`src/design/b64dp_pkg.sv`:
```
// package for the base64 decoder with a configurable pad character
// holds the field widths, status codes, the result bundle and the alphabet map
// no dependencies
package b64dp_pkg;

    localparam int unsigned CHAR_W   = 8;
    localparam int unsigned VAL_W    = 6;
    localparam int unsigned LEN_W    = 11;
    localparam int unsigned STATUS_W = 2;
    localparam int unsigned CNT_W    = 2;
    localparam int unsigned LEN_MAX  = (1 << LEN_W) - 1;

    // register indexes on the configuration port
    localparam logic REG_PAD_CHAR  = 1'b0;
    localparam logic REG_MAX_BYTES = 1'b1;

    // register reset values
    localparam logic [CHAR_W-1:0] PAD_CHAR_RESET  = 8'h2d;
    localparam logic [LEN_W-1:0]  MAX_BYTES_RESET = 11'd1024;
    localparam int unsigned       MAX_BYTES_DEFAULT = 1024;

    // status codes
    localparam logic [STATUS_W-1:0] STATUS_OK       = 2'd0;
    localparam logic [STATUS_W-1:0] STATUS_BAD_CHAR = 2'd1;
    localparam logic [STATUS_W-1:0] STATUS_TOO_LONG = 2'd2;

    // all the results one input word gives, in output order
    typedef struct packed {
        logic [CNT_W-1:0]      n_bytes;    // decoded bytes, 0..3
        logic [2:0][7:0]       bytes;      // bytes[0] goes out first
        logic                  has_status; // closing word without data
        logic [STATUS_W-1:0]   status;
        logic                  str_last;   // this input closes the string
    } t_result_set;

    // alphabet map: bit 6 set for an alphabet character, low bits the value
    function automatic logic [VAL_W:0] char_value(input logic [CHAR_W-1:0] ch);
        logic [VAL_W:0] res;
        res = '0;
        if (ch >= 8'h41 && ch <= 8'h5a) begin
            res = {1'b1, VAL_W'(ch - 8'h41)};
        end else if (ch >= 8'h61 && ch <= 8'h7a) begin
            res = {1'b1, VAL_W'(ch - 8'h61 + 8'd26)};
        end else if (ch >= 8'h30 && ch <= 8'h39) begin
            res = {1'b1, VAL_W'(ch - 8'h30 + 8'd52)};
        end else if (ch == 8'h2b) begin
            res = {1'b1, 6'd62};
        end else if (ch == 8'h2f) begin
            res = {1'b1, 6'd63};
        end
        return res;
    endfunction

endpackage

```
`src/design/base64_dash_pad_decoder.sv`:
```
// Streaming base64 decoder taking one character per word, with tlast marking the end of
// the string; characters equal to the pad register (reset '-') are trailing padding. Each
// accepted character gives zero to three output words: decoded bytes, and on the last
// character a closing word with the status when there is an error or no byte came out.
// The character step, flush and length check are one pass of logic between the string
// state and the output register. One word leaves per cycle while the output is ready, so
// a character that yields several words holds the input until its last word leaves, and
// characters yielding at most one word stream at one per cycle. After an error the rest
// of the string is swallowed up to its last character. Registers: 0 pad character, 1 length
// limit (the smaller of it and MAX_OUTPUT_BYTES is used); write them while the block is idle.
// depends on b64dp_pkg, b64dp_core, b64dp_out
module base64_dash_pad_decoder #(
    parameter int unsigned MAX_OUTPUT_BYTES = b64dp_pkg::MAX_BYTES_DEFAULT
) (
    input  logic                         i_clk,
    input  logic                         i_rst_n,
    // configuration write port
    input  logic                         i_cfg_we,
    input  logic                         i_cfg_addr,
    input  logic [b64dp_pkg::LEN_W-1:0]  i_cfg_wdata,
    // character input
    input  logic                         i_s_axis_tvalid,
    output logic                         o_s_axis_tready,
    input  logic [7:0]                   i_s_axis_tdata,   // [7:0] in_char
    input  logic                         i_s_axis_tlast,   // in_last
    // decoded output
    output logic                         o_m_axis_tvalid,
    input  logic                         i_m_axis_tready,
    output logic [15:0]                  o_m_axis_tdata,   // [7:0] out_byte, [9:8] status
    output logic [1:0]                   o_m_axis_tuser,   // [0] byte_valid, [1] string_end
    output logic                         o_m_axis_tlast    // run_end
);
    import b64dp_pkg::*;

    t_result_set         set;
    logic                accept;
    logic [7:0]          out_byte;
    logic                byte_valid;
    logic [STATUS_W-1:0] status;
    logic                string_end;

    assign accept = i_s_axis_tvalid && o_s_axis_tready;

    b64dp_core #(
        .MAX_OUTPUT_BYTES (MAX_OUTPUT_BYTES)
    ) u_core (
        .i_clk       (i_clk),
        .i_rst_n     (i_rst_n),
        .i_cfg_we    (i_cfg_we),
        .i_cfg_addr  (i_cfg_addr),
        .i_cfg_wdata (i_cfg_wdata),
        .i_char      (i_s_axis_tdata),
        .i_last      (i_s_axis_tlast),
        .i_accept    (accept),
        .o_set       (set)
    );

    b64dp_out u_out (
        .i_clk        (i_clk),
        .i_rst_n      (i_rst_n),
        .i_set        (set),
        .i_load       (accept),
        .o_load_ready (o_s_axis_tready),
        .o_valid      (o_m_axis_tvalid),
        .i_ready      (i_m_axis_tready),
        .o_byte       (out_byte),
        .o_byte_valid (byte_valid),
        .o_status     (status),
        .o_run_end    (o_m_axis_tlast),
        .o_string_end (string_end)
    );

    // output word packing
    assign o_m_axis_tdata = {6'b0, status, out_byte};
    assign o_m_axis_tuser = {string_end, byte_valid};

endmodule

```
`src/design/b64dp_core.sv`:
```
// decode core: configuration registers, group accumulator and string state
// works out the whole result set of one character in a single pass
// depends on b64dp_pkg
module b64dp_core #(
    parameter int unsigned MAX_OUTPUT_BYTES = b64dp_pkg::MAX_BYTES_DEFAULT
) (
    input  logic                          i_clk,
    input  logic                          i_rst_n,
    input  logic                          i_cfg_we,
    input  logic                          i_cfg_addr,
    input  logic [b64dp_pkg::LEN_W-1:0]   i_cfg_wdata,
    input  logic [b64dp_pkg::CHAR_W-1:0]  i_char,
    input  logic                          i_last,
    input  logic                          i_accept,
    output b64dp_pkg::t_result_set        o_set
);
    import b64dp_pkg::*;

    // build-time cap on the length limit, clipped to the counter range
    localparam logic [LEN_W-1:0] LEN_CAP =
        (MAX_OUTPUT_BYTES > LEN_MAX) ? LEN_W'(LEN_MAX) : LEN_W'(MAX_OUTPUT_BYTES);

    logic [CHAR_W-1:0]   r_pad_char;
    logic [LEN_W-1:0]    r_max_bytes;
    logic [17:0]         r_bits, n_bits;
    logic [CNT_W-1:0]    r_cnt, n_cnt;
    logic                r_pad_seen, n_pad_seen;
    logic [STATUS_W-1:0] r_err, n_err;
    logic [LEN_W-1:0]    r_emitted, n_emitted;

    logic [VAL_W:0]      chv;
    logic [2:0][7:0]     cand;
    logic [CNT_W-1:0]    cand_n;
    logic [LEN_W-1:0]    limit;
    logic [LEN_W-1:0]    avail;
    logic [CNT_W-1:0]    avail_small;
    logic [CNT_W-1:0]    emit_n;
    logic [STATUS_W-1:0] err_out;

    assign chv   = char_value(i_char);
    assign limit = (r_max_bytes < LEN_CAP) ? r_max_bytes : LEN_CAP;
    assign avail = (r_emitted >= limit) ? '0 : limit - r_emitted;
    assign avail_small = (avail > LEN_W'(3)) ? CNT_W'(3) : avail[CNT_W-1:0];

    // character step, end-of-string flush and length check
    always_comb begin
        n_bits     = r_bits;
        n_cnt      = r_cnt;
        n_pad_seen = r_pad_seen;
        err_out    = r_err;
        cand       = '0;
        cand_n     = '0;
        if (r_err == STATUS_OK) begin
            if (i_char == r_pad_char) begin
                n_pad_seen = 1'b1;
            end else if (!chv[VAL_W] || r_pad_seen) begin
                err_out = STATUS_BAD_CHAR;
            end else if (r_cnt == CNT_W'(3)) begin
                cand   = {{r_bits[1:0], chv[VAL_W-1:0]}, r_bits[9:2], r_bits[17:10]};
                cand_n = CNT_W'(3);
                n_bits = '0;
                n_cnt  = '0;
            end else begin
                n_bits = {r_bits[11:0], chv[VAL_W-1:0]};
                n_cnt  = r_cnt + CNT_W'(1);
            end
        end
        // flush of a partial group on the last character
        if (i_last && err_out == STATUS_OK) begin
            case (n_cnt)
                CNT_W'(3): begin
                    cand   = {8'h00, n_bits[9:2], n_bits[17:10]};
                    cand_n = CNT_W'(2);
                end
                CNT_W'(2): begin
                    cand   = {8'h00, 8'h00, n_bits[11:4]};
                    cand_n = CNT_W'(1);
                end
                default: begin
                end
            endcase
        end
        emit_n = (cand_n < avail_small) ? cand_n : avail_small;
        if (emit_n < cand_n) begin
            err_out = STATUS_TOO_LONG;
        end
        n_err     = err_out;
        n_emitted = r_emitted + LEN_W'(emit_n);
    end

    // result bundle for the output stage
    always_comb begin
        o_set.n_bytes    = emit_n;
        o_set.bytes      = cand;
        o_set.has_status = i_last && (err_out != STATUS_OK || emit_n == '0);
        o_set.status     = err_out;
        o_set.str_last   = i_last;
    end

    // configuration registers
    always_ff @(posedge i_clk) begin
        if (!i_rst_n) begin
            r_pad_char  <= PAD_CHAR_RESET;
            r_max_bytes <= MAX_BYTES_RESET;
        end else if (i_cfg_we) begin
            case (i_cfg_addr)
                REG_PAD_CHAR:  r_pad_char  <= i_cfg_wdata[CHAR_W-1:0];
                REG_MAX_BYTES: r_max_bytes <= i_cfg_wdata;
                default: begin
                end
            endcase
        end
    end

    // string state, cleared after the last character
    always_ff @(posedge i_clk) begin
        if (!i_rst_n) begin
            r_bits     <= '0;
            r_cnt      <= '0;
            r_pad_seen <= 1'b0;
            r_err      <= STATUS_OK;
            r_emitted  <= '0;
        end else if (i_accept) begin
            if (i_last) begin
                r_bits     <= '0;
                r_cnt      <= '0;
                r_pad_seen <= 1'b0;
                r_err      <= STATUS_OK;
                r_emitted  <= '0;
            end else begin
                r_bits     <= n_bits;
                r_cnt      <= n_cnt;
                r_pad_seen <= n_pad_seen;
                r_err      <= n_err;
                r_emitted  <= n_emitted;
            end
        end
    end

endmodule

```
`src/design/b64dp_out.sv`:
```
// output stage: holds one character's result set and sends its words one per
// cycle while ready; takes a new set when empty or as the final word leaves
// depends on b64dp_pkg
module b64dp_out (
    input  logic                         i_clk,
    input  logic                         i_rst_n,
    input  b64dp_pkg::t_result_set       i_set,
    input  logic                         i_load,
    output logic                         o_load_ready,
    output logic                         o_valid,
    input  logic                         i_ready,
    output logic [7:0]                   o_byte,
    output logic                         o_byte_valid,
    output logic [b64dp_pkg::STATUS_W-1:0] o_status,
    output logic                         o_run_end,
    output logic                         o_string_end
);
    import b64dp_pkg::*;

    t_result_set      r_set;
    logic [CNT_W-1:0] r_idx;
    logic [CNT_W-1:0] r_total;
    logic             is_final;
    logic             is_byte;

    assign o_valid      = (r_idx != r_total);
    assign is_final     = (r_idx == r_total - CNT_W'(1));
    assign o_load_ready = !o_valid || (i_ready && is_final);
    assign is_byte      = (r_idx < r_set.n_bytes);

    // word fields for the current position
    always_comb begin
        o_byte = 8'h00;
        if (is_byte) begin
            case (r_idx)
                CNT_W'(0): o_byte = r_set.bytes[0];
                CNT_W'(1): o_byte = r_set.bytes[1];
                default:   o_byte = r_set.bytes[2];
            endcase
        end
        o_byte_valid = is_byte;
        o_status     = is_byte ? STATUS_OK : r_set.status;
        o_run_end    = is_final;
        o_string_end = is_final && r_set.str_last;
    end

    // result payload, no reset needed
    always_ff @(posedge i_clk) begin
        if (i_load) begin
            r_set <= i_set;
        end
    end

    // position within the result set
    always_ff @(posedge i_clk) begin
        if (!i_rst_n) begin
            r_idx   <= '0;
            r_total <= '0;
        end else if (i_load) begin
            r_idx   <= '0;
            r_total <= i_set.n_bytes + CNT_W'(i_set.has_status);
        end else if (o_valid && i_ready) begin
            r_idx <= r_idx + CNT_W'(1);
        end
    end

endmodule
```
`config.mk`:
```
export PLATFORM = sky130hd
export DESIGN_NAME = base64_dash_pad_decoder
export DESIGN_NICKNAME = d
export VERILOG_FILES = /design/src/design/b64dp_pkg.sv /design/src/design/base64_dash_pad_decoder.sv /design/src/design/b64dp_core.sv /design/src/design/b64dp_out.sv
export SDC_FILE = /design/constraint.sdc
export NUM_CORES = 1
export LEC_CHECK = 0
export ABC_CLOCK_PERIOD_IN_PS = 9200
export BUFFER_PORTS_ARGS = -buffer_cell sky130_fd_sc_hd__buf_2
export CORE_MARGIN = 5
export CORE_UTILIZATION = 50
export CTS_CLUSTER_SIZE = 20
export DETAILED_ROUTE_END_ITERATION = 7
export PLACE_DENSITY = 0.66
export SLEW_MARGIN = 20
export SYNTH_ARGS = -nofsm -noshare
export SYNTH_HDL_FRONTEND = slang
export SYNTH_SLANG_ARGS = --single-unit
```
`constraint.sdc`:
```
create_clock -name i_clk -period 9.2 [get_ports i_clk]
set_input_delay 0.92 -clock i_clk [delete_from_list [all_inputs] [get_ports i_clk]]
set_output_delay 0.92 -clock i_clk [all_outputs]
set_load 0.03 [all_outputs]
```
# Yosys cells after proc, flatten, opt, wreduce, memory -nomap -nowiden
# Cells that the tools add are included.
# Widths: inputs -> output; s select.
# totals
regBits	86
latch_bits	0
mem_bits_rw	0
mem_bits_ro	0
input_bits	26
output_inout_bits	21
word_cells	121
n_memories	0
# op_classes
addsub	11
n_mul	0
div_mod_pow	0
magnitude_cmp	12
eq_ne	11
shifts	0
n_mux	43
n_bitwise	2
reduce_logical	26
# ops
operator	count
$mux 24	5
$mux 18	5
$pmux 24 s2	1
$mux 2	18
$mux 7	5
$mux 11	3
$eq 8x6->1 const B	2
$ge 8x7->1 const B	2
$le 8x7->1 const B	2
$pmux 8 s2	1
$sub 6x6->6 const B	2
$add 11x2->11	1
$ge 11x11->1	1
$gt 11x2->1 const B	1
$lt 11x11->1 const B	1
$sub 11x11->11	1
$logic_and 1x1->1	9
$eq 8x8->1	1
$ge 8x6->1 const B	1
$le 8x6->1 const B	1
$logic_not 2->1	4
$mux 8	1
$add 6x5->6 const B	1
$add 6x6->6 const B	1
20 further kinds	35

# Longest topological paths before layout
# Gate-level depths: netlist of the first run.
# depth
depth_word	22
mapped_depth	24
ltp_nobuf	23

# Cells and area by module
# From an unflattened synthesis of the first run, not the netlist that was laid out.
# hier_totals
cells_unflattened	642
hier_area_um2	5524.0
# modules_own_cells
mod	n_inst	cells_each	area_each_um2	seq_area_each_um2
b64dp_core	1	533	4091.4	1061.0
b64dp_out	1	99	1362.6	950.9
base64_dash_pad_decoder	1	10	70.1	0.0

# Worst setup path after synthesis of the first run
# OpenSTA, ideal clock, no wires.
# synth_timing
path_kind	reg2reg
startpoint	register u_core.r_max_bytes[10]
endpoint	register u_core.r_emitted[8]
setup_ns	0.128
arrival_ns	4.376
t_required_ns	9.072
setup_slack_ns	4.696
stages_incl_launch_ff	23
n_path_buf	1
synth_period_minus_slack_ns	4.504
path_cell_list	dfxtp_1 -> clkbuf_1 -> nand2b_1 -> ha_1 -> inv_1 -> fa_1 -> nand3_1 -> nand2_1 -> a2111oi_0 -> o31ai_1 -> mux2_2 -> or3_1 -> nor2_1 -> nor2_1 -> ha_1 -> o2bb2ai_1 -> and2_1 -> ha_1 -> fa_1 -> and4_1 -> nand3_1 -> xnor2_1 -> nor2_1
# synth_lines
item	line_no	source
from (decl)	b64dp_core.sv:24	logic [LEN_W-1:0] r_max_bytes;
from (signal assigned)	b64dp_core.sv:108	REG_MAX_BYTES: r_max_bytes <= i_cfg_wdata;
to (signal assigned)	b64dp_core.sv:135	r_emitted <= n_emitted;
to (decl)	b64dp_core.sv:29	logic [LEN_W-1:0] r_emitted, n_emitted;

==> run_results.csv, run 1 <==
group,metric,value,unit
grt,grt_max_degree,29,
worst_hold_path,holdPathStages,2,
setup_path,ff2ff_setup_slack,4.28,ns
synthesis,synth_top_area_share,21.6,%
drt,viasPerCell,5.75,
die,die_area,0.0127,sq mm
drt,wirelength,12200,um
timing,hold_viol_final,0,
clock_network,h-tree-depth,3,
grt,track_usage,19.2,%
die,io_pins,47,
synthesis,synth.lib_cells_used.distinct,67,
grt,grt_pass1_vias,4117,
drt,wire_per_inst,15.6,um
setup_path,reg2reg_from,"u_core.r_max_bytes[10]",
die,initial_core_util,51.1,%
synthesis,synth_top_area_cell,"dfxtp_1",
setup_path,cp-start-kind,"register",
clock_network,clock-sinks,86,
clock_network,clk_pin_slew,0.08,ns
timing,max_slew_margin,45.0,%
timing,tns,0,ns
synthesis,ys_ff_latch,86,
timing,period_share,53.5,%
drt,drc,0,
synthesis,ys.flop_type,"dfxtp_1",
placed_design,gp_congestion,0.883,
final_layout,fin_area,0.00569,sq mm
die,core_area,0.0103,sq mm
setup_path,path_class,"register to register",
status,status,"completed",
setup_path,r2r-end,"u_core.r_emitted[8]",
placed_design,dpl.hpwl,9110,um
job,maxCapViolCount,0,
synthesis,syn_inst,616,
placed_design,port_buffers,40,
final_layout,antennaDiodeCount,0,
clock_network,clock_latency,0.37,ns
grt,grt_pass1_wl,19900,um
placed_design,dpl_cell_area,0.00549,sq mm
drt,dr.pass1.iters,5,
worst_hold_path,holdPathEnd,"u_core.r_max_bytes[3]",
setup_path,worst_ep_arrival_time,5.17,ns
pwr,power_leakage,2.27,nW
die,die_h,113,um
final_layout,fin_nets,693,
worst_hold_path,hp-start,"u_core.r_max_bytes[3]",
synthesis,synth.area.top_cells,"dfxtp_1 22%, edfxtp_1 17%, nand2_1 6.9%",
die,dieWidth,113,um
setup_path,crit_fanout,12,
setup_path,r2r_cells,21,
setup_path,required,9.45,ns
timing,worst_pin_slew,0.825,ns
pwr,pwr_density_cell,152,mW/mm^2
synthesis,synth_seq_area_share,38.2,%
timing,grt_setup_unrepaired,"no",
clock_network,cts_setup_buffers,0,
pwr,finalPower,863,uW
clock_network,cts_tree,"built",
final_layout,final_layout_size_suffix_gt1_share,10.6,%
timing,fin_skew,0.00883,ns
clock_network,clock-root-buffer,"clkbuf_8",
synthesis,synth_edf_count,29,
pwr,worst_ir_drop_vdd,0.0000800,V
die,placement_rows,37,
clock_network,cts.repair.resized,0,
drt,via_count,4475,
drt,drt_iter0_markers,302,
setup_path,slowest_stage,"dfxtp_1",
grt,grt-ovfl-total,0,
setup_path,cpPeakStageDelay,0.56,ns
timing,drv_slew,0,
final_layout,area_growth,7.83,%
grt,antenna_found_initial,0,
clock_network,cts_buffers,9,
setup_path,cp-end-kind,"register",
final_layout,utilization,55.1,%
clock_network,clk_path_buf_depth,2,
synthesis,ys_async_sr_fraction,0,%
setup_path,crit_chain,"nand2b_1, ha_1, inv_1, fa_1, nand3_1, nand2_1, a2111oi_0, o31ai_1, mux2_2, or3_1, nor2_1, nor2_1, ha_1, o2bb2ai_1, and2_1, ha_1, fa_1, and4_1, nand3_1, xnor2_1, nor2_1",
timing,clock.fmax,203,MHz
synthesis,yosysWarnings,0,
timing,setup_viol,0,
worst_hold_path,hold_class,"register to register",
timing,period_needed,4.92,ns
drt,detail-route-antenna-nets,0,
synthesis,syn_area,0.00527,sq mm
synthesis,synth.avg_cell_area,8.56,sq um
clock_network,ctsHoldBuffers,0,
layout make-up:
cell class / instances / area (sq um)
Fill cell: 933 / 4640
Multi-Input combinational cell: 465 / 2970
Sequential cell: 86 / 2010
Timing Repair Buffer: 42 / 215
Tap cell: 136 / 170
Clock buffer: 10 / 128
Inverter: 33 / 124
Clock inverter: 6 / 71.3
flip-flops by register name (all words and copies together), names as in the netlist:
signal              cells
u_core.r_cnt            2
u_core.r_max_bytes     11
u_core.r_emitted       11
u_core.r_pad_char       8
u_out.r_set            29
u_out.r_idx             2
u_core.r_bits          18
u_core.r_pad_seen       1
u_core.r_err            2
u_out.r_total           2
layout by cell type (no fill, tap or decap), types with 3 or more instances in the layout:
master	count
nand2_1	97
dfxtp_1	57
nor2_1	43
a21oi_1	41
buf_2	40
inv_1	33
edfxtp_1	29
ha_1	28
o21ai_0	27
xnor2_1	24
a22o_1	22
nand3_1	17
a21boi_0	17
nor2b_1	15
nand2b_1	13
a22oi_1	11
nor3_1	10
and2_1	9
clkbuf_8	9
a31oi_1	8
conb_1	6
and3_1	5
mux2i_1	4
nand4_1	4
and4_1	4
a21o_1	4
o31ai_1	4
or2_2	3
xor2_1	3
power by group:
group	internal, mW	switching, mW
sequential	0.416	0.0102
clock	0.128	0.142
combinational	0.0535	0.114
worst max-delay path, delay by kind of cell (launching register included):
kind	cells	cell delay [ns]
muxes	1	0.29
buffers and inverters	1	0.05
AOI/OAI and AO/OA	3	0.75
DFF	1	0.56
and+or+nand+nor	10	1.51
xor gates and xnor gates	1	0.12
adders and majority gates	5	1.51
Yosys cell counts, types with 2 or more instances:
cell type / number
a31oi_1: 8
and4bb_1: 2
nand4b_1: 2
nand3_1: 17
and4_1: 4
o211ai_1: 2
xnor2_1: 24
nor2b_1: 15
xor2_1: 3
nand4_1: 4
ha_1: 28
a21oi_1: 41
nand2b_1: 13
nand2_1: 97
clkbuf_1: 19
a21boi_0: 17
and2_1: 9
nor2_1: 43
o211a_1: 2
a2111oi_0: 2
nor4_1: 2
a22o_1: 22
a21o_1: 4
o21ai_0: 27
a22oi_1: 11
inv_1: 33
fa_1: 2
edfxtp_1: 29
dfxtp_1: 57
a2111o_1: 2
nor3b_1: 2
buf_2: 7
buf_4: 9
or2_2: 3
nand3b_1: 2
mux2i_1: 4
o31ai_1: 4
and3_1: 5
a2bb2oi_1: 2
nor3_1: 10
worst max path at each step:
stage                           endpoint                   start  slack (ns)
finish               u_core.r_emitted[8]  u_core.r_max_bytes[10]        4.28
CTS                  u_core.r_emitted[8]  u_core.r_max_bytes[10]        4.28
global route         u_core.r_emitted[8]  u_core.r_max_bytes[10]        3.89
floorplan            u_core.r_emitted[8]  u_core.r_max_bytes[10]        4.70
detailed placement   u_core.r_emitted[8]       i_s_axis_tdata[2]        4.06
global placement    u_core.r_emitted[10]       i_s_axis_tdata[2]        4.26
layer usage:
| layer | vias to the layer above | part of all wire, % | global-route usage [%] |
|---|---|---|---|
| met5 | - | 0 | 0 |
| met4 | 0 | 0.95 | 6.01 |
| met3 | 12 | 7.8 | 4.55 |
| met2 | 165 | 44 | 29.0 |
| met1 | 2087 | 47 | 27.1 |
| li1 | 2211 | - | - |
metrics by stage:
step,setup WS [ns],instances,hold WS [ns]
floorplan,4.70,621,0.439
global placement,4.26,762,0.448
detailed placement,4.06,762,0.460
CTS,4.28,778,0.472
global route,3.89,778,0.494
finish,4.28,778,0.470
cells by family after synthesis:
| family | share of synthesized area (%) |
|---|---|
| simple gates | 21.5 |
| xor+xnor | 4.49 |
| other cells | 0.0711 |
| compound gates | 21.2 |
| fa+ha+maj | 7.40 |
| mux | 1.26 |
| buf+inv | 5.96 |
| flops | 38.2 |
(Power assumes the default switching activity.)
==> run 2, diff against run 1 <==
--- a/config.mk
+++ b/config.mk
@@ -5,7 +5,7 @@
 export SDC_FILE = /design/constraint.sdc
 export NUM_CORES = 1
 export LEC_CHECK = 0
-export ABC_CLOCK_PERIOD_IN_PS = 9200
+export ABC_CLOCK_PERIOD_IN_PS = 4900
 export BUFFER_PORTS_ARGS = -buffer_cell sky130_fd_sc_hd__buf_2
 export CORE_MARGIN = 5
 export CORE_UTILIZATION = 50
==> constraint.sdc (replaced) <==
create_clock -name i_clk -period 4.9 [get_ports i_clk]
set_input_delay 0.49 -clock i_clk [delete_from_list [all_inputs] [get_ports i_clk]]
set_output_delay 0.49 -clock i_clk [all_outputs]
set_load 0.03 [all_outputs]
==> run_results.csv, run 2 (synthesis results as in run 1) <==
group,metric,value,unit
status,status,"completed",
timing,worst_slack,0.403,ns
final_layout,fillers,969,
final_layout,final_layout_size_suffix_gt1_share,11.5,%
grt,grt_pass1_vias,4227,
placed_design,gp_congestion,0.884,
timing,drv_slew,0,
timing,tns,0,ns
final_layout,largest_reg_flops,29,
setup_path,cp_top_family,"adder cells",
timing,grt_setup_unrepaired,"no",
timing,setup_viol,0,
timing,max_slew_margin,51.1,%
job,maxCapViolCount,0,
setup_path,cp-end-kind,"register",
timing,period_share,91.8,%
final_layout,top_register,"u_out.r_set",
setup_path,crit_fanout,10,
timing,hold_viol_final,0,
timing,worst_pin_slew,0.724,ns
die,io_pins,47,
timing,clock.fmax,222,MHz
placed_design,dpl.hpwl,9130,um
timing,fin_skew,0.0131,ns
drt,via_count,4442,
final_layout,area_growth,8.47,%
grt,grt_max_degree,29,
placed_design,place_ws,0.363,ns
pwr,worst_ir_drop_vdd,0.000158,V
final_layout,final_common_cell,"nand2_1",
die,die_area,0.0127,sq mm
die,die_h,113,um
grt,grt_pass1_wl,20400,um
drt,detail-route-antenna-nets,0,
setup_path,cp-start-kind,"register",
setup_path,required,5.14,ns
clock_network,cts_tree,"built",
die,initial_core_util,51.1,%
drt,met1Wirelength,5890,um
placed_design,port_buffers,40,
final_layout,reg_top3,"u_out.r_set: 29 flops, u_core.r_bits: 18 flops",
drt,routed-wl-met2,5330,um
grt,grt-ovfl-total,0,
grt,track_usage,19.5,%
drt,dr.pass1.iters,5,
setup_path,crit_chain,"buf_4, nor2b_1, ha_1, a21oi_1, o21ai_0, a2111oi_2, o31ai_1, mux2_2, or3_1, nor2_1, nor2_1, inv_1, ha_1, inv_1, o2bb2ai_1, and2_1, ha_1, fa_1, and4_1, nand3_1, xnor2_1, nor2_1",
clock_network,clock-sinks,86,
drt,viasPerCell,5.69,
clock_network,h-tree-depth,3,
pwr,finalPower,1.62,mW
clock_network,cts_setup_buffers,0,
clock_network,clock_latency,0.37,ns
timing,period_needed,4.50,ns
die,dieWidth,113,um
final_layout,fin_nets,696,
clock_network,ctsHoldBuffers,0,
drt,drt_iter0_markers,263,
final_layout,utilization,55.4,%
setup_path,slowest_stage,"fa_1",
drt,wirelength,12100,um
clock_network,cts_buffers,9,
die,placement_rows,37,
drt,drc,0,
clock_network,cts.repair.resized,0,
setup_path,path_buf_inv,3,
drt,wire_per_inst,15.5,um
grt,antenna_found_initial,0,
clock_network,clk_pin_slew,0.08,ns
drt,route.met3.wl,742,um
clock_network,clk_path_buf_depth,2,
worst_hold_path,hold_class,"input pin to register",
final_layout,antennaDiodeCount,0,
die,core_area,0.0103,sq mm
pwr,power_leakage,2.29,nW
setup_path,worst_ep_arrival_time,4.74,ns
final_layout,layout_common_cells,"96 x nand2_1, 57 x dfxtp_1, 43 x nor2_1",
clock_network,clock-root-buffer,"clkbuf_8",
pwr,pwr_density_cell,284,mW/mm^2
drt,top_layer_used,"met4",
setup_path,cpPeakStageDelay,0.41,ns
setup_path,path_class,"register to register",
==> run 2: path summary, 6_finish.rpt <==
check,slack [ns],cells after the start,to,start
setup reg to reg,0.40,22,u_core.r_emitted[8],u_core.r_max_bytes[10]
hold / removal,0.35,3,u_core.r_pad_char[0],i_cfg_wdata[0]
hold reg to reg,0.46,2,u_core.r_max_bytes[8],u_core.r_max_bytes[8]
setup / recovery,0.40,22,u_core.r_emitted[8],u_core.r_max_bytes[10]
==> run 2: cell type report <==
type                       instances  area [sq um]  share of cell area [%]
multi-input combinational        465          2980                    52.1
sequential                        86          2010                    35.2
timing repair buffer              45           238                    4.16
tap                              136           170                    2.98
clock buffer                      10           138                    2.41
inverter                          33           124                    2.17
clock inverter                     5          58.8                    1.03
==> run 2: per-layer routing <==
metal,track usage (%),up-vias
met5,0,-
li1,-,2207
met3,3.85,13
met4,4.81,0
met1,28.3,2070
met2,29.9,152
==> run 2: worst min-delay path, stage by stage <==
cell	delay, ns
buf_2	0.09
nand2_1	0.04
nand3_1	0.06
==> run 2: per-stage QoR <==
| stage | std cells | hold WS (ns) | area (sq um) |
|---|---|---|---|
| after floorplan | 621 | 0.439 | 5290 |
| after global placement | 765 | 0.453 | 5510 |
| after CTS | 780 | 0.339 | 5710 |
| final | 780 | 0.351 | 5720 |
| after global routing | 780 | 0.348 | 5720 |
| after detailed placement | 765 | 0.456 | 5510 |
==> run 2: where the power goes <==
part	switching (mW)	internal, mW	total [mW]
logic	0.217	0.103	0.320
registers	0.0176	0.781	0.799
clock network	0.257	0.247	0.504
==> run 3, diff against run 2 <==
--- a/config.mk
+++ b/config.mk
@@ -7,7 +7,6 @@
 export LEC_CHECK = 0
 export ABC_CLOCK_PERIOD_IN_PS = 4900
 export BUFFER_PORTS_ARGS = -buffer_cell sky130_fd_sc_hd__buf_2
-export CORE_MARGIN = 5
 export CORE_UTILIZATION = 50
 export CTS_CLUSTER_SIZE = 20
 export DETAILED_ROUTE_END_ITERATION = 7
==> run_results.csv, run 3 (synthesis results as in run 1) <==
group,metric,value,unit
setup_path,path_class,"register to register",
timing,grt_setup_unrepaired,"no",
timing,fin_skew,0.0138,ns
grt,grt_pass1_vias,3955,
drt,dr.pass1.iters,5,
grt,grt-ovfl-total,0,
clock_network,clock_latency,0.37,ns
die,initial_core_util,51.3,%
setup_path,path_buf_inv,3,
drt,via_count,4418,
pwr,pwr_density_cell,283,mW/mm^2
grt,grt_pass1_wl,19400,um
final_layout,antennaDiodeCount,0,
setup_path,slowest_stage,"a2111o_1",
final_layout,largest_reg_flops,29,
drt,detail-route-antenna-nets,0,
setup_path,cpPeakStageDelay,0.43,ns
pwr,finalPower,1.62,mW
setup_path,cp_top_family,"simple AND/OR/NAND/NOR gates",
status,status,"completed",
clock_network,cts_buffers,9,
setup_path,ff2ff_setup_slack,0.34,ns
pwr,p_comb_share,19.7,%
drt,wire_per_inst,15.0,um
pwr,internal_power,1.12,mW
grt,grt_max_degree,29,
worst_hold_path,hold_class,"input pin to register",
placed_design,gp_congestion,0.900,
clock_network,clock-root-buffer,"clkbuf_8",
timing,hold_viol_final,0,
pwr,worst_ir_drop_vdd,0.000135,V
pwr,pwr-share-seq,49.3,%
pwr,power_leakage,2.29,nW
setup_path,cp-start-kind,"register",
die,die_area,0.0110,sq mm
final_layout,top_register,"u_out.r_set",
die,io_pins,47,
clock_network,clk_path_buf_depth,2,
timing,worst_pin_slew,0.678,ns
pwr,netSwitchingFraction,30.5,%
drt,drt_iter0_markers,365,
clock_network,clock-sinks,86,
final_layout,area_growth,8.33,%
clock_network,h-tree-depth,3,
die,core_area,0.0103,sq mm
final_layout,final_common_cell,"nand2_1",
grt,track_usage,22.3,%
final_layout,reg_top3,"u_out.r_set: 29 flops, u_core.r_bits: 18 flops",
setup_path,cp_common_cell,"nor2_1",
clock_network,clk_pin_slew,0.08,ns
job,maxCapViolCount,0,
placed_design,port_buffers,40,
timing,max_slew_margin,54.5,%
setup_path,required,5.13,ns
final_layout,final_cells,781,
timing,setup_viol,0,
grt,antenna_found_initial,0,
timing,clock.fmax,219,MHz
pwr,power_switching,494,uW
die,dieWidth,105,um
final_layout,layout_common_cells,"97 x nand2_1, 57 x dfxtp_1, 43 x nor2_1",
drt,wirelength,11800,um
placed_design,placed_cells,765,
drt,drc,0,
setup_path,crit_chain,"buf_4, nor2b_1, ha_1, a2111o_1, o2111a_1, nor2_1, mux2_2, or3_1, nor2_1, nor2_1, inv_1, ha_1, inv_1, o2bb2ai_1, and2_1, ha_1, fa_1, and4_1, nand3_1, xnor2_1, nor2_1",
timing,tns,0,ns
die,die_h,105,um
timing,period_share,93.0,%
placed_design,dpl.hpwl,8840,um
pwr,p_clk_share,31.0,%
timing,period_needed,4.56,ns
setup_path,worst_ep_arrival_time,4.79,ns
setup_path,cp-end-kind,"register",
final_layout,fin_nets,696,
die,placement_rows,37,
final_layout,final_layout_size_suffix_gt1_share,11.0,%
clock_network,ctsHoldBuffers,0,
timing,drv_slew,0,
clock_network,cts_tree,"built",
drt,viasPerCell,5.66,
setup_path,crit_fanout,10,
-- run 3: worst reg2reg max path, delay by kind of cell (launching register included) --
kind / cells / cell delay, ns
mux: 1 / 0.36
fa+ha+maj: 4 / 1.22
compound gates: 3 / 0.81
buf+inv: 3 / 0.31
flops: 1 / 0.35
xor+xnor: 1 / 0.11
simple gates: 9 / 1.26
-- run 3: metal layers --
| metal | wire length [um] | vias up | part of all wire [%] | track usage (%) |
|---|---|---|---|---|
| li1 | - | 2218 | - | - |
| met2 | 5070 | 153 | 43 | 32.7 |
| met1 | 5880 | 2033 | 50 | 33.0 |
| met4 | 148 | 0 | 1.3 | 6.64 |
| met5 | 0 | - | 0 | 0 |
| met3 | 656 | 14 | 5.6 | 4.12 |
-- run 3: cell type report --
| type | count | area (sq um) |
|---|---|---|
| multi-input combinational | 465 | 2970 |
| fill | 977 | 4570 |
| clock inverter | 6 | 68.8 |
| clock buffer | 10 | 128 |
| inverter | 33 | 124 |
| tap | 136 | 170 |
| sequential | 86 | 2010 |
| timing repair buffer | 45 | 238 |
-- run 3: timing repair --
action | in CTS | in global routing
gates resized for setup | 0 | 2
endpoints found under the setup margin | 0 | 3
buffers inserted | 0 | 0
-- run 3: worst paths after layout --
path | start | endpoint | depth (start not counted)
worst max-delay path | u_core.r_max_bytes[10] | u_core.r_emitted[10] | 21
worst min-delay path | i_cfg_wdata[3] | u_core.r_pad_char[3] | 3
worst max register to register | u_core.r_max_bytes[10] | u_core.r_emitted[10] | 21
worst min register to register | u_core.r_max_bytes[5] | u_core.r_max_bytes[5] | 2
-- run 3: power by group through the flow --
stage               registers [mW]  clock network [mW]  logic [mW]
CTS                          0.798               0.514       0.317
global route                 0.802               0.543       0.350
detailed placement           0.815                   0       0.316
global placement             0.813                   0       0.313
finish                       0.798               0.502       0.318
floorplan                    0.809                   0       0.244
-- run 3: stage by stage --
stage,util (%),worst slack (ns),area (sq um),hold WS (ns)
4_1_cts,55.5,0.278,5710,0.347
2_1_floorplan,-,0.396,5290,0.439
6_report,55.6,0.344,5710,0.363
3_5_place_dp,53.6,0.309,5510,0.457
3_3_place_gp,53.6,0.421,5510,0.450
5_1_grt,55.6,0.0229,5710,0.363
